==> src/pcc_pkg.sv <==
// Shared constants, angle table and control struct of the polar/cartesian converter.
`timescale 1ns / 1ps
`default_nettype none

package pcc_pkg;

  // mode codes carried in func
  localparam logic FUNC_TO_POLAR = 1'b0;
  localparam logic FUNC_TO_CART  = 1'b1;

  localparam int GUARD  = 4;   // extra fraction bits on data inside the rotator
  localparam int ZW     = 34;  // angle accumulator width, Q.30 radians
  localparam int KFRAC  = 24;  // fraction bits of the gain constant
  localparam int KSPLIT = 12;  // gain multiply is cut into two partial products here

  localparam logic [KFRAC-1:0]        CORDIC_K = 24'd10188014;
  localparam logic [KFRAC-KSPLIT-1:0] K_HI     = CORDIC_K[KFRAC-1:KSPLIT];
  localparam logic [KSPLIT-1:0]       K_LO     = CORDIC_K[KSPLIT-1:0];

  localparam logic signed [ZW-1:0] PI_Q30      = 34'sd3373259426;
  localparam logic signed [ZW-1:0] HALF_PI_Q30 = 34'sd1686629713;

  localparam int ATAN_ENTRIES = 32;

  // atan(2^-i) in Q.30
  localparam logic [31:0] ATAN_Q30 [ATAN_ENTRIES] = '{
    32'h3243F6A8, 32'h1DAC6705, 32'h0FADBAFC, 32'h07F56EA6, 32'h03FEAB76, 32'h01FFD55B,
    32'h00FFFAAA, 32'h007FFF55, 32'h003FFFEA, 32'h001FFFFD, 32'h000FFFFF, 32'h0007FFFF,
    32'h0003FFFF, 32'h0001FFFF, 32'h0000FFFF, 32'h00007FFF, 32'h00003FFF, 32'h00001FFF,
    32'h00000FFF, 32'h000007FF, 32'h000003FF, 32'h000001FF, 32'h000000FF, 32'h0000007F,
    32'h0000003F, 32'h0000001F, 32'h0000000F, 32'h00000008, 32'h00000004, 32'h00000002,
    32'h00000001, 32'h00000000
  };

  // control that travels with each item down the pipeline
  typedef struct packed {
    logic valid;
    logic func;
    logic zero;   // cartesian input at the origin
  } ctl_t;

endpackage

`default_nettype wire

==> src/pcc_gain.sv <==
// Gain correction, rounding, saturation and result select over three stages.
`timescale 1ns / 1ps
`default_nettype none

module pcc_gain #(
  parameter int DATA_WIDTH = 16,
  parameter int XW         = 23
) (
  input  logic                          clk,
  input  logic                          rst_n,
  input  logic                          en,
  input  pcc_pkg::ctl_t                 ctl_in,
  input  logic signed [XW-1:0]          x_in,
  input  logic signed [XW-1:0]          y_in,
  input  logic signed [pcc_pkg::ZW-1:0] z_in,
  output pcc_pkg::ctl_t                 ctl_out,
  output logic signed [DATA_WIDTH-1:0]  first_out,
  output logic signed [DATA_WIDTH-1:0]  second_out
);

  localparam int ZW        = pcc_pkg::ZW;
  localparam int HW        = XW + pcc_pkg::KFRAC - pcc_pkg::KSPLIT + 1;
  localparam int LW        = XW + pcc_pkg::KSPLIT + 1;
  localparam int PW        = XW + pcc_pkg::KFRAC + 1;
  localparam int RS        = pcc_pkg::KFRAC + pcc_pkg::GUARD;
  localparam int ANG_SHIFT = 33 - DATA_WIDTH;

  localparam logic signed [HW-1:0] KH     = HW'({1'b0, pcc_pkg::K_HI});
  localparam logic signed [LW-1:0] KL     = LW'({1'b0, pcc_pkg::K_LO});
  localparam logic signed [PW-1:0] P_HALF = PW'(1) <<< (RS - 1);
  localparam logic signed [PW-1:0] P_MAX  = (PW'(1) <<< (DATA_WIDTH - 1)) - PW'(1);
  localparam logic signed [PW-1:0] P_MIN  = -(PW'(1) <<< (DATA_WIDTH - 1));
  localparam logic signed [ZW-1:0] Z_HALF = ZW'(1) <<< (ANG_SHIFT - 1);
  localparam logic signed [ZW-1:0] Z_MAX  = (ZW'(1) <<< (DATA_WIDTH - 1)) - ZW'(1);
  localparam logic signed [ZW-1:0] Z_MIN  = -(ZW'(1) <<< (DATA_WIDTH - 1));

  function automatic logic signed [DATA_WIDTH-1:0] sat_p(input logic signed [PW-1:0] v);
    logic signed [DATA_WIDTH-1:0] r;
    if (v > P_MAX) begin
      r = P_MAX[DATA_WIDTH-1:0];
    end else if (v < P_MIN) begin
      r = P_MIN[DATA_WIDTH-1:0];
    end else begin
      r = v[DATA_WIDTH-1:0];
    end
    return r;
  endfunction

  function automatic logic signed [DATA_WIDTH-1:0] sat_z(input logic signed [ZW-1:0] v);
    logic signed [DATA_WIDTH-1:0] r;
    if (v > Z_MAX) begin
      r = Z_MAX[DATA_WIDTH-1:0];
    end else if (v < Z_MIN) begin
      r = Z_MIN[DATA_WIDTH-1:0];
    end else begin
      r = v[DATA_WIDTH-1:0];
    end
    return r;
  endfunction

  // stage 1: partial products of x*K and y*K
  pcc_pkg::ctl_t        ctl1_r, ctl2_r, ctl3_r;
  logic signed [HW-1:0] px_hi_r, py_hi_r;
  logic signed [LW-1:0] px_lo_r, py_lo_r;
  logic signed [ZW-1:0] z1_r;
  // stage 2: full products, angle rounded to output scale
  logic signed [PW-1:0] px_r, py_r;
  logic signed [ZW-1:0] z2_r, z2_nxt;
  // stage 3: rounded, saturated, selected
  logic signed [PW-1:0] rx, ry;
  logic signed [DATA_WIDTH-1:0] first_r, second_r, first_nxt, second_nxt, sx;

  always_ff @(posedge clk) begin
    if (!rst_n) begin
      ctl1_r <= '0;
      ctl2_r <= '0;
      ctl3_r <= '0;
    end else if (en) begin
      ctl1_r <= ctl_in;
      ctl2_r <= ctl1_r;
      ctl3_r <= ctl2_r;
    end
  end

  assign z2_nxt = (z1_r + Z_HALF) >>> ANG_SHIFT;

  always_comb begin
    rx = (px_r + P_HALF) >>> RS;
    ry = (py_r + P_HALF) >>> RS;
    sx = sat_p(rx);
    if (ctl2_r.zero) begin
      first_nxt  = '0;
      second_nxt = '0;
    end else if (ctl2_r.func == pcc_pkg::FUNC_TO_CART) begin
      first_nxt  = sx;
      second_nxt = sat_p(ry);
    end else begin
      // magnitude never shows negative
      first_nxt  = sx[DATA_WIDTH-1] ? '0 : sx;
      second_nxt = sat_z(z2_r);
    end
  end

  always_ff @(posedge clk) begin
    if (en) begin
      px_hi_r  <= HW'(x_in) * KH;
      px_lo_r  <= LW'(x_in) * KL;
      py_hi_r  <= HW'(y_in) * KH;
      py_lo_r  <= LW'(y_in) * KL;
      z1_r     <= z_in;
      px_r     <= (PW'(px_hi_r) <<< pcc_pkg::KSPLIT) + PW'(px_lo_r);
      py_r     <= (PW'(py_hi_r) <<< pcc_pkg::KSPLIT) + PW'(py_lo_r);
      z2_r     <= z2_nxt;
      first_r  <= first_nxt;
      second_r <= second_nxt;
    end
  end

  assign ctl_out    = ctl3_r;
  assign first_out  = first_r;
  assign second_out = second_r;

endmodule

`default_nettype wire

==> config.mk <==
export PLATFORM = sky130hd
export DESIGN_NAME = pcc_gain
export DESIGN_NICKNAME = d
export VERILOG_FILES = /design/src/pcc_pkg.sv /design/src/pcc_gain.sv
export SDC_FILE = /design/constraint.sdc
export NUM_CORES = 2
export LEC_CHECK = 0
export BUFFER_PORTS_ARGS = -buffer_cell sky130_fd_sc_hd__buf_2
export CORE_UTILIZATION = 50
export CTS_BUF_LIST = sky130_fd_sc_hd__clkbuf_16
export CTS_CLUSTER_SIZE = 12
export DETAILED_ROUTE_END_ITERATION = 8
export GPL_ROUTABILITY_DRIVEN = 0
export GPL_TIMING_DRIVEN = 0
export PLACE_DENSITY = 0.75
export SKIP_LAST_GASP = 1
export SYNTH_ARGS = -nofsm -noshare
export SYNTH_HDL_FRONTEND = slang
export SYNTH_SLANG_ARGS = --single-unit
export TNS_END_PERCENT = 5
==> constraint.sdc <==
create_clock -name clk -period 6.3 [get_ports clk]
set_input_delay 0.63 -clock clk [delete_from_list [all_inputs] [get_ports clk]]
set_output_delay 0.63 -clock clk [all_outputs]
set_load 0.05 [all_outputs]
Yosys cells after proc, flatten, opt, wreduce, memory -nomap -nowiden
Cells that the tools add are included.
{ "totals": {"regBits": 328, "in_bits": 86, "out_inout_bits": 35} }
{ "op_classes": {"add_sub_neg": 5, "mul": 4, "n_lt_le_gt_ge": 6, "muxes": 9} }
{ "op_table": {"columns": ["cell", "n"], "rows": [
  ["$mux 16", 8],
  ["$add 48x29->48 const B", 2],
  ["$add 48x35->48", 2],
  ["$mul 23x13->36 const B", 2],
  ["$mul 23x11->34 const B", 2],
  ["$gt 20x16->1 const B", 2],
  ["$lt 20x16->1 const B", 2],
  ["$add 34x18->34 const B", 1],
  ["$gt 17x16->1 const B", 1],
  ["$lt 17x16->1 const B", 1],
  ["$mux 15", 1]
]} }

Depth between registers and ports, before layout
{ "logic_depth": {"ltp_word": 6, "depth_mapped": 21, "mapped_depth_nobuf": 21} }

Worst setup path after synthesis
No wires, ideal clock.
{ "synth_path": {"path_type": "input port to flip-flop", "from": "in y_in[22]", "to": "reg py_hi_r[35] (data pin)", "setup_time_ns": 0.271, "t_arrival_ns": 5.450, "t_required_ns": 6.029, "slack_ns": 0.579, "cell_stages": 21, "path_cell_list": "clkbuf_1 clkinv_1 fa_1 inv_1 fa_1 fa_1 inv_1 fa_1 inv_1 ha_1 clkbuf_1 nand4_1 nor2_1 a21oi_1 a21boi_0 o32a_1 o21ai_1 o21a_1 o21ai_1 nand2_1 xnor2_1"} }
{ "synth_between": {"elab_chain_len": 1} }
{ "synth_lines": {"columns": ["element", "line_no", "source"], "rows": [
  ["from (decl)", "pcc_gain.sv:14", "input logic signed [XW-1:0] y_in,"],
  ["$mul 23x13->36", "pcc_gain.sv:108", "py_hi_r <= HW'(y_in) * KH;"],
  ["to (signal assigned)", "pcc_gain.sv:108", null],
  ["to (decl)", "pcc_gain.sv:63", "logic signed [HW-1:0] px_hi_r, py_hi_r;"]
]} }
No other way between the ends.
A chain may end at the register's enable or synchronous reset.

Worst setup path in the final report
Same ends and word-level chain as after synthesis.

==> metrics.log <==
INFO  metric final_period_minus_worst_setup_slack = 5977 ps
INFO  metric maxSlewHeadroom = 0.4947
INFO  metric cell_by_cell_trace_of_the_critical_path = buf_2, clkinv_2, fa_1, inv_1, fa_1, fa_1, inv_1, fa_1, inv_1, ha_1, clkbuf_1, nand4_1, nor2_1, a21oi_1, a21boi_0, o32a_1, o21ai_1, o21a_1, o21ai_1, nand2_1, xnor2_1
INFO  metric synth.ff_latch_count = 236
INFO  metric netlist_area_pre_place = 32500 µm²
INFO  metric path_delay_family = adder cells
INFO  metric synth_simple_gate_area_frac = 0.06871
INFO  metric post_drt_wl_per_cell = 15.95 µm
INFO  metric skew_pair_late_insertion_delay = 560 ps
INFO  metric fp-row-count = 93
INFO  metric via_count = 21830
INFO  metric cp_common_cell = sky130_fd_sc_hd__fa_1
INFO  metric slew_viol_final = 0
INFO  metric tightestPinTransition = 757.9 ps
INFO  metric yosys.area_share.xor_xnor = 0.07006
INFO  metric library_cells_used_by_synthesis = 81
INFO  metric pre_cts_ws = -802.1 ps
INFO  metric number_of_antenna_violations_at_the_first_check_in_global_routing = 7
INFO  metric ctsLongestPathBuffers = 3
INFO  metric layout_setup_ws = 323.2 ps
INFO  metric timing.critical_path.slowest_stage_cell = sky130_fd_sc_hd__fa_1
INFO  metric synth-warning-count = 0
INFO  metric mappedNetlistNets = 4198
INFO  metric fmaxAchievable = 167.3 MHz
INFO  metric antenna_viol_nets_final = 0
INFO  metric yosysSeqAreaShare = 0.2153
INFO  metric finalSetupViolCount = 0
INFO  metric synth-adder-area-share = 0.4412
INFO  metric yosys-mux-area-fraction = 0.003118
INFO  metric fin_worst_skew = 28.32 ps
INFO  metric clk_pin_slew_worst_paths = 60 ps
INFO  metric complex_gate_fraction_of_the_synthesized_area = 0.1015
INFO  metric post-route-drc-count = 0
INFO  metric drt_wl_total = 67290 µm
INFO  metric crit_path_max_fanout = 32
INFO  metric pin_count = 121
INFO  metric die_h = 257.0 µm
INFO  metric hpwl_after_detailed_placement = 56810 µm
INFO  metric async_s_r_ff_share_synth = 0
INFO  metric setup.worst_path.start_class = primary input
INFO  metric synth-edff-count = 227
INFO  metric critical_path_arrival = 6250 ps
INFO  metric synth_cells = 3207
INFO  metric worst_hold_startpoint = z_in[24]
INFO  metric ctsHtreeMaxLevel = 1
INFO  metric dr.first_iter.drc_count = 1371
INFO  metric setup_cp_type = in2reg
INFO  metric synth_top_family_by_area = adder cells
INFO  metric cp-end-kind = flip-flop
INFO  metric rsz0062_at_grt = false
INFO  metric worst_hold_path_type = in2reg
INFO  metric die-area = 66030 µm²
INFO  metric avgViaCountPerCell = 5.176
INFO  metric first_global_vias = 22310
INFO  metric grt_first_pass_wirelength = 112200 µm
INFO  metric initial_core_util = 0.5051
INFO  metric fin_worst_hold_slack = 265.4 ps
INFO  metric final.period_utilization = 0.9487
INFO  metric syn_area_per_cell = 10.14 µm²
INFO  metric nets = 4331
INFO  metric relative_area_change_from_synthesis_to_final_layout = 7.587%
INFO  metric first_pass_iters = 7
INFO  metric outcome = completed
INFO  metric layout-drive-gt1-share = 0.05357
INFO  metric cts_tree = built
INFO  metric slowest_delay = 630 ps
INFO  metric worstReg2RegStart = px_hi_r[2]
INFO  metric critPathBufInv = 6
INFO  metric ys_dominant_reg_cell = sky130_fd_sc_hd__edfxtp_1
INFO  metric critical_path.startpoint = y_in[22]
INFO  metric post_cts_hold_buffer_count = 0
INFO  metric overflow = 0
INFO  metric die_w = 257.0 µm
INFO  metric worst_path_required_time = 6580 ps
INFO  metric pin_count_of_the_biggest_net_entering_global_routing = 108
INFO  metric timing.max_cap.violations = 0
INFO  metric io_buffer_count = 104
INFO  metric cts_buffers = 26
INFO  metric finalHoldViolCount = 0
INFO  metric clockRootBuffer = sky130_fd_sc_hd__clkbuf_16
INFO  metric design.core.area = 64350 µm²
INFO  metric post-cts-setup-buffers = 0
INFO  metric ctsResizeCount = 1
INFO  metric grt_use_total = 0.2092
INFO  metric cts_num_sinks = 236
registers in the layout (all words and copies together), names as in the netlist:
name / cells
py_lo_r: 23
first_out: 16
ctl1_r: 3
z1_r: 18
second_out: 16
ctl_out: 3
px_r: 21
z2_r: 17
py_r: 21
px_lo_r: 23
px_hi_r: 36
py_hi_r: 36
ctl2_r: 3
final cells by class:
class	count	area, µm²
Inverter	842	3162
Antenna cell	3	7.507
Sequential cell	236	6997
Clock inverter	22	155.1
Multi-Input combinational cell	2108	22250
Tap cell	855	1070
Clock buffer	26	650.6
Timing Repair Buffer	106	585.6
Fill cell	5576	29380
Buffer	20	90.09
cell usage after synthesis, types with 12 or more instances:
cell / n / area share
sky130_fd_sc_hd__inv_1: 840 / 0.097
sky130_fd_sc_hd__ha_1: 503 / 0.19
sky130_fd_sc_hd__fa_1: 402 / 0.25
sky130_fd_sc_hd__edfxtp_1: 227 / 0.21
sky130_fd_sc_hd__a21oi_1: 143 / 0.022
sky130_fd_sc_hd__xnor2_1: 130 / 0.035
sky130_fd_sc_hd__xor2_1: 130 / 0.035
sky130_fd_sc_hd__a21o_1: 114 / 0.026
sky130_fd_sc_hd__nand2_1: 103 / 0.012
sky130_fd_sc_hd__nor2_1: 102 / 0.012
sky130_fd_sc_hd__o21ai_0: 79 / 0.012
sky130_fd_sc_hd__nand3_1: 47 / 0.0072
sky130_fd_sc_hd__nor2b_1: 37 / 0.0071
sky130_fd_sc_hd__nand4_1: 27 / 0.0052
sky130_fd_sc_hd__and3_1: 26 / 0.0050
sky130_fd_sc_hd__o21a_1: 23 / 0.0053
sky130_fd_sc_hd__nand2b_1: 20 / 0.0038
sky130_fd_sc_hd__nor3_1: 19 / 0.0029
sky130_fd_sc_hd__a221oi_1: 17 / 0.0046
sky130_fd_sc_hd__clkbuf_1: 16 / 0.0018
sky130_fd_sc_hd__o21bai_1: 15 / 0.0035
sky130_fd_sc_hd__and2_1: 12 / 0.0023
worst register-to-register path, cell delays in order, from the launching register on:
cell and delay (ps):
sky130_fd_sc_hd__edfxtp_1 370, sky130_fd_sc_hd__ha_1 320, sky130_fd_sc_hd__a21oi_1 160, sky130_fd_sc_hd__a21oi_1 150, sky130_fd_sc_hd__a2111oi_2 510, sky130_fd_sc_hd__o21ba_2 280, sky130_fd_sc_hd__o21ai_2 110, sky130_fd_sc_hd__o221ai_2 270
sky130_fd_sc_hd__and2_1 230, sky130_fd_sc_hd__nor3_1 70, sky130_fd_sc_hd__a2111oi_0 390, sky130_fd_sc_hd__a21oi_1 90
metal layers:
layer / wire length, µm / track usage / share of wire / vias up
li1: - / - / - / 10680
met1: 32320 / 0.3068 / 0.48 / 10650
met2: 30800 / 0.3360 / 0.46 / 424
met3: 3081 / 0.02325 / 0.046 / 73
met4: 1035 / 0.03935 / 0.015 / 8
met5: 53 / 0 / 0.00079 / -
path summary, 6_finish.rpt:
kind / slack [ps] / depth (start not counted) / end
worst max-delay path: 320 / 21 / py_hi_r[35]
worst max register to register: 3100 / 11 / px_r[46]
worst min-delay path: 270 / 1 / z1_r[24]
worst min register to register: 520 / 2 / ctl_out[2]
kinds of logic after synthesis:
kind of cell             count (synthesis)
AO/OA/AOI/OAI                          495
XOR/XNOR                               260
adder cells (fa/ha/maj)                905
buffers and inverters                  863
flip-flops                             236
multiplexers                            10
AND/OR/NAND/NOR                        438
layout by cell type (no fill, tap or decap), types with 15 or more instances in the layout:
cell and n:
sky130_fd_sc_hd__ha_1 503, sky130_fd_sc_hd__o21ai_0 79, sky130_fd_sc_hd__nand4_1 27, sky130_fd_sc_hd__a221oi_1 17, sky130_fd_sc_hd__a21oi_1 143, sky130_fd_sc_hd__nand2_1 103
sky130_fd_sc_hd__nand2b_1 20, sky130_fd_sc_hd__nor2b_1 37, sky130_fd_sc_hd__clkbuf_16 26, sky130_fd_sc_hd__inv_1 849, sky130_fd_sc_hd__and3_1 26, sky130_fd_sc_hd__edfxtp_1 227
sky130_fd_sc_hd__nand3_1 47, sky130_fd_sc_hd__xnor2_1 130, sky130_fd_sc_hd__nor2_1 102, sky130_fd_sc_hd__clkbuf_1 15, sky130_fd_sc_hd__a21o_1 114, sky130_fd_sc_hd__fa_1 402
sky130_fd_sc_hd__buf_2 106, sky130_fd_sc_hd__xor2_1 130, sky130_fd_sc_hd__nor3_1 19, sky130_fd_sc_hd__o21a_1 23, sky130_fd_sc_hd__o21bai_1 15
metrics by stage:
stage / TNS [ps] / util / cell area, µm² / instances
floorplan: 0 / - / 32500 / 3207
global placement: -5433 / 0.5298 / 34090 / 4166
detailed placement: -5671 / 0.5308 / 34160 / 4168
CTS: 0 / 0.5433 / 34960 / 4215
global route: 0 / 0.5434 / 34970 / 4218
finish: 0 / 0.5434 / 34970 / 4218
Power is left out: the tool's default activity adds up to more than one toggle a clock period on the data nets, which glitch-free logic cannot reach.
